$ cat src/hw/rtl/mmc_ram.sv
module mmc_ram #(
    parameter int WIDTH = 16,
    parameter int DEPTH = 256
) (
    input  logic                     i_clk,
    input  logic                     i_we,
    input  logic [$clog2(DEPTH)-1:0] i_waddr,
    input  logic [WIDTH-1:0]         i_wdata,
    input  logic                     i_re,
    input  logic [$clog2(DEPTH)-1:0] i_raddr,
    output logic [WIDTH-1:0]         o_rdata
);

    logic [WIDTH-1:0] r_mem [DEPTH];
    logic [WIDTH-1:0] r_rdata;

    always_ff @(posedge i_clk) begin
        if (i_we) begin
            r_mem[i_waddr] <= i_wdata;
        end
        if (i_re) begin
            r_rdata <= r_mem[i_raddr];
        end
    end

    assign o_rdata = r_rdata;

endmodule

$ cat config.mk
export PLATFORM = sky130hd
export DESIGN_NAME = mmc_ram
export DESIGN_NICKNAME = d
export VERILOG_FILES = /design/src/hw/rtl/mmc_ram.sv
export SDC_FILE = /design/constraint.sdc
export NUM_CORES = 2
export LEC_CHECK = 0
export BUFFER_PORTS_ARGS = -buffer_cell sky130_fd_sc_hd__buf_2
export CORE_MARGIN = 1.5
export CORE_UTILIZATION = 30
export CTS_CLUSTER_DIAMETER = 200
export DETAILED_ROUTE_END_ITERATION = 10
export PLACE_DENSITY = 0.55
export SYNTH_ARGS = -nofsm -noshare
export SYNTH_HDL_FRONTEND = slang
export SYNTH_SLANG_ARGS = --single-unit
$ cat constraint.sdc
create_clock -name i_clk -period 3.6 [get_ports i_clk]
set_input_delay 0.54 -clock i_clk [delete_from_list [all_inputs] [get_ports i_clk]]
set_output_delay 0.54 -clock i_clk [all_outputs]
set_load 0.05 [all_outputs]
Word-level counts from Yosys, hierarchy flattened
Memory sizes are Yosys's and may differ from the RTL's. A register that Yosys moved wholly into a read port is not among the register bits.
Index checks and enable logic that the tools add are counted.
{ "word_totals": {"reg_bits": 0, "ram_bits": 4096, "out_inout_bits": 16, "elab_cells": 3, "memories": 1} }
{ "memory_table": {"columns": ["memory", "depth", "width", "rd", "rd_clocked_by_memory_dff", "wr", "line", "source"], "rows": [
  ["r_mem", 256, 16, 1, 1, 1, "14", "logic [WIDTH-1:0] r_mem [DEPTH];"]
]} }
{ "classes": {"muxes": 2} }
{ "ops": {"columns": ["operator", "n"], "rows": [
  ["two-way mux 1 bit", 2]
]} }

Longest topological paths before layout
{ "depth": {"depth_word": 2, "ltp_mapped": 12, "depth_no_buf": 6} }

Least setup slack after synthesis
OpenSTA, ideal clock, no wires.
{ "synth_timing": {"path_type": "in2reg", "startpoint": "in i_raddr[0]", "endpoint": "reg r_rdata[4], in the netlist o_rdata[4] (read register of r_mem), data pin", "setup_time_ns": 0.265, "t_arrival_ns": 2.524, "t_required_ns": 3.335, "setup_slack_ns": 0.811, "stages": 8, "path_cell_list": "buf_6 buf_6 buf_2 mux4_2 mux4_2 a22o_1 o32ai_2 nor4_2"} }
{ "synth_rtl": {"columns": ["item", "line", "source"], "rows": [
  ["start, declared", "10", "input logic [$clog2(DEPTH)-1:0] i_raddr,"],
  ["end, declared", "15", "logic [WIDTH-1:0] r_rdata;"]
]} }

==> results.yml <==
timing:
  setup_violations: 0
  finalCritPeriodShare_pct: 88.7
  fin_ws_ns: 0.408
  finalMaxSlewViolations: 0
  max_slew_margin_pct: 6.19
  fin_worst_skew_ns: 0.0648
  setup_tns_ns: 0
  hold_viol_final: 0
  finalCriticalPeriod_ns: 3.19
  tightest_slew_ns: 1.39
  fmax_mhz: 313
  rsz0062_at_grt: "false"
  fin_hold_ws_ns: 0.0353
synthesis:
  ys_seq_elements: 4112
  synthCells: 7360
  ys_warn_count: 0
  seq_area_frac_synth_pct: 77.7
  avgSynthCellArea_um2: 21.6
  yosys.area.top_type: "edfxtp_1"
  ys_types: 51
  synth-main-ff-cell: "edfxtp_1"
  synth.area.top_cells: "edfxtp_1, mux4_2, mux2i_1"
  synth_edf_count: 4112
  syn_nets: 7395
  ys_async_sr_fraction_pct: 0
  synth.cell_area_um2: 159000
  netlist.area_leader.share_pct: 77.7
die:
  initial_core_util_pct: 30.1
  core_area_um2: 528000
  ios: 51
  row_count: 267
  fp.dieH_um: 731
  fp.dieArea_um2: 534000
  die_x_um: 731
global_routing:
  grt_pass1_wl_um: 621000
  grt_max_degree: 124
  gr-total-overflow: 0
  track_usage_pct: 16.1
  antenna_found_initial: 35
  grt_pass1_vias: 81000
power_and_ir_drop:
  ir_drop_mv: 0.407
  p_leak_nw: 59.3
  p_comb_share_pct: 5.5
  p_sw_mw: 21.8
  p_clk_share_pct: 41.7
  p_seq_share_pct: 52.8
  powerDensity_nw_per_um2: 535
  intPower_mw: 78.5
  swShare_pct: 21.7
clock_tree:
  cts_buffers: 413
  cts_tree: "done"
  worst_skew_pair.late_latency_ns: 0.99
  cts-root-buf: "clkbuf_16"
  h-tree-depth: 5
  clk_pin_slew_worst_paths_ns: 0.06
  clk_path_buf_depth: 4
  cts_sinks: 4112
  cts_setup_buffers: 0
critical_path:
  r2r_start: "r_mem[55][11]"
  r2r_cells: 6
  startpoint: "i_raddr[0]"
  cp.required_ns: 4.27
  slowest_delay_ns: 1.06
  cpMostUsedCell: "buf_12"
  crit_fanout: 19
  critPathCaptureType: "register"
  setup.worst_path.class: "primary input to register"
  critPathSlowestCell: "nor3_1"
  critical_path.startpoint_type: "primary input"
  crit_chain: "buf_12, buf_12, buf_12, buf_12, buf_4, mux4_2, o22ai_1, nor3_1, buf_4, nor3_1, nor4_1"
  arrival_ns: 3.86
detailed_routing:
  drcViolationCount: 0
  drtPass1Iterations: 7
  met3_length_um: 34000
  vias_per_cell: 5.12
  wl_met1_um: 182000
  highest_layer: "met5"
  wl_met2_um: 212000
  via_count: 80000
  final_antenna_net_count: 0
  drt_iter0_markers: 9203
  wl_per_cell_um: 28.3
  wirelength_um: 442000
finish:
  final_cell_mix: "edfxtp_1, mux4_2, buf_4, mux2i_1, clkbuf_16"
  layout_commonest_cell: "edfxtp_1"
  layout.nets: 8326
  synthToLayoutAreaGrowth_pct: 17.9
  fin_util_pct: 35.5
  fin_cells: 15600
  drive_gt1_share_pct: 29.3
hold_path:
  hold_start: "i_wdata[7]"
  hp-class: "primary input to register"
  hold_path_depth: 1
status:
  status: "finished, final reports clean"
placed_design:
  dp_hpwl_um: 279000
  gp_congestion: 0.857
  io_buffer_count: 50
  dp_slack_ns: -0.579
  dp_cells: 14900
job:
  maxCapViolCount: 0
[cells by family after synthesis]
logic type	after synthesis	synth area share, %
and+or+nand+nor	556	1.57
DFF	4112	77.7
AOI/OAI and AO/OA	786	3.53
muxes	1450	15.5
buffers and inverters	456	1.69
[cell usage after synthesis, types with 76 or more instances]
cell type / instances
o22ai_1: 148
nor3_1: 92
mux2i_1: 565
mux4_2: 797
nor2_1: 304
buf_2: 76
o221ai_1: 252
edfxtp_1: 4112
a21oi_1: 175
mux2_2: 88
buf_6: 77
clkbuf_1: 230
[power by group through the flow]
stage	Sequential (mW)	Combinational, mW	Clock, mW
2_1_floorplan	53.9	2.60	0
3_3_place_gp	53.9	5.47	0
3_5_place_dp	53.9	5.55	0
4_1_cts	52.9	5.57	42.6
5_1_grt	52.9	5.79	44.4
6_report	52.9	5.52	41.8
[worst max-delay path, delay by kind of cell]
kind / cells / cell delay [ns]
AOI/OAI and AO/OA: 1 / 0.17
buffers and inverters: 6 / 1.23
muxes: 1 / 0.54
and+or+nand+nor: 3 / 1.32
[repair_timing]
item	CTS	global route
hold buffers	6	0
resized for setup	0	0
hold endpoints to repair	77	0
[layout make-up]
type	instances	area, um2
clock buffer	518	10800
clock inverter	232	2220
inverter	4	27.5
tap	6994	8750
timing repair buffer	968	8890
antenna	10	25.0
multi-input combinational	2792	33000
sequential	4112	123000
fill	48300	341000
[stage by stage]
stage | power, mW | cell area, um2
finish | 100 | 187000
floorplan | 56.5 | 159000
global route | 103 | 187000
detailed placement | 59.4 | 174000
CTS | 101 | 187000
global placement | 59.4 | 174000
[final timing paths]
kind                                     end  slack, ns
worst min-delay path            r_mem[75][7]       0.04
worst max register to register   o_rdata[11]       0.61
worst min register to register    o_rdata[6]       1.16
worst max-delay path             o_rdata[12]       0.41
[metal layers]
layer,GRT usage [%],up-vias
met5,0,-
met4,4.86,8
met3,2.85,600
met2,26.4,3264
met1,22.0,42900
li1,-,33200
[sequential cells by signal, summed over array words and instances, names as in the netlist]
register	flops
r_mem	4096
o_rdata	16
No activity file was read; power rests on OpenSTA's default activity.
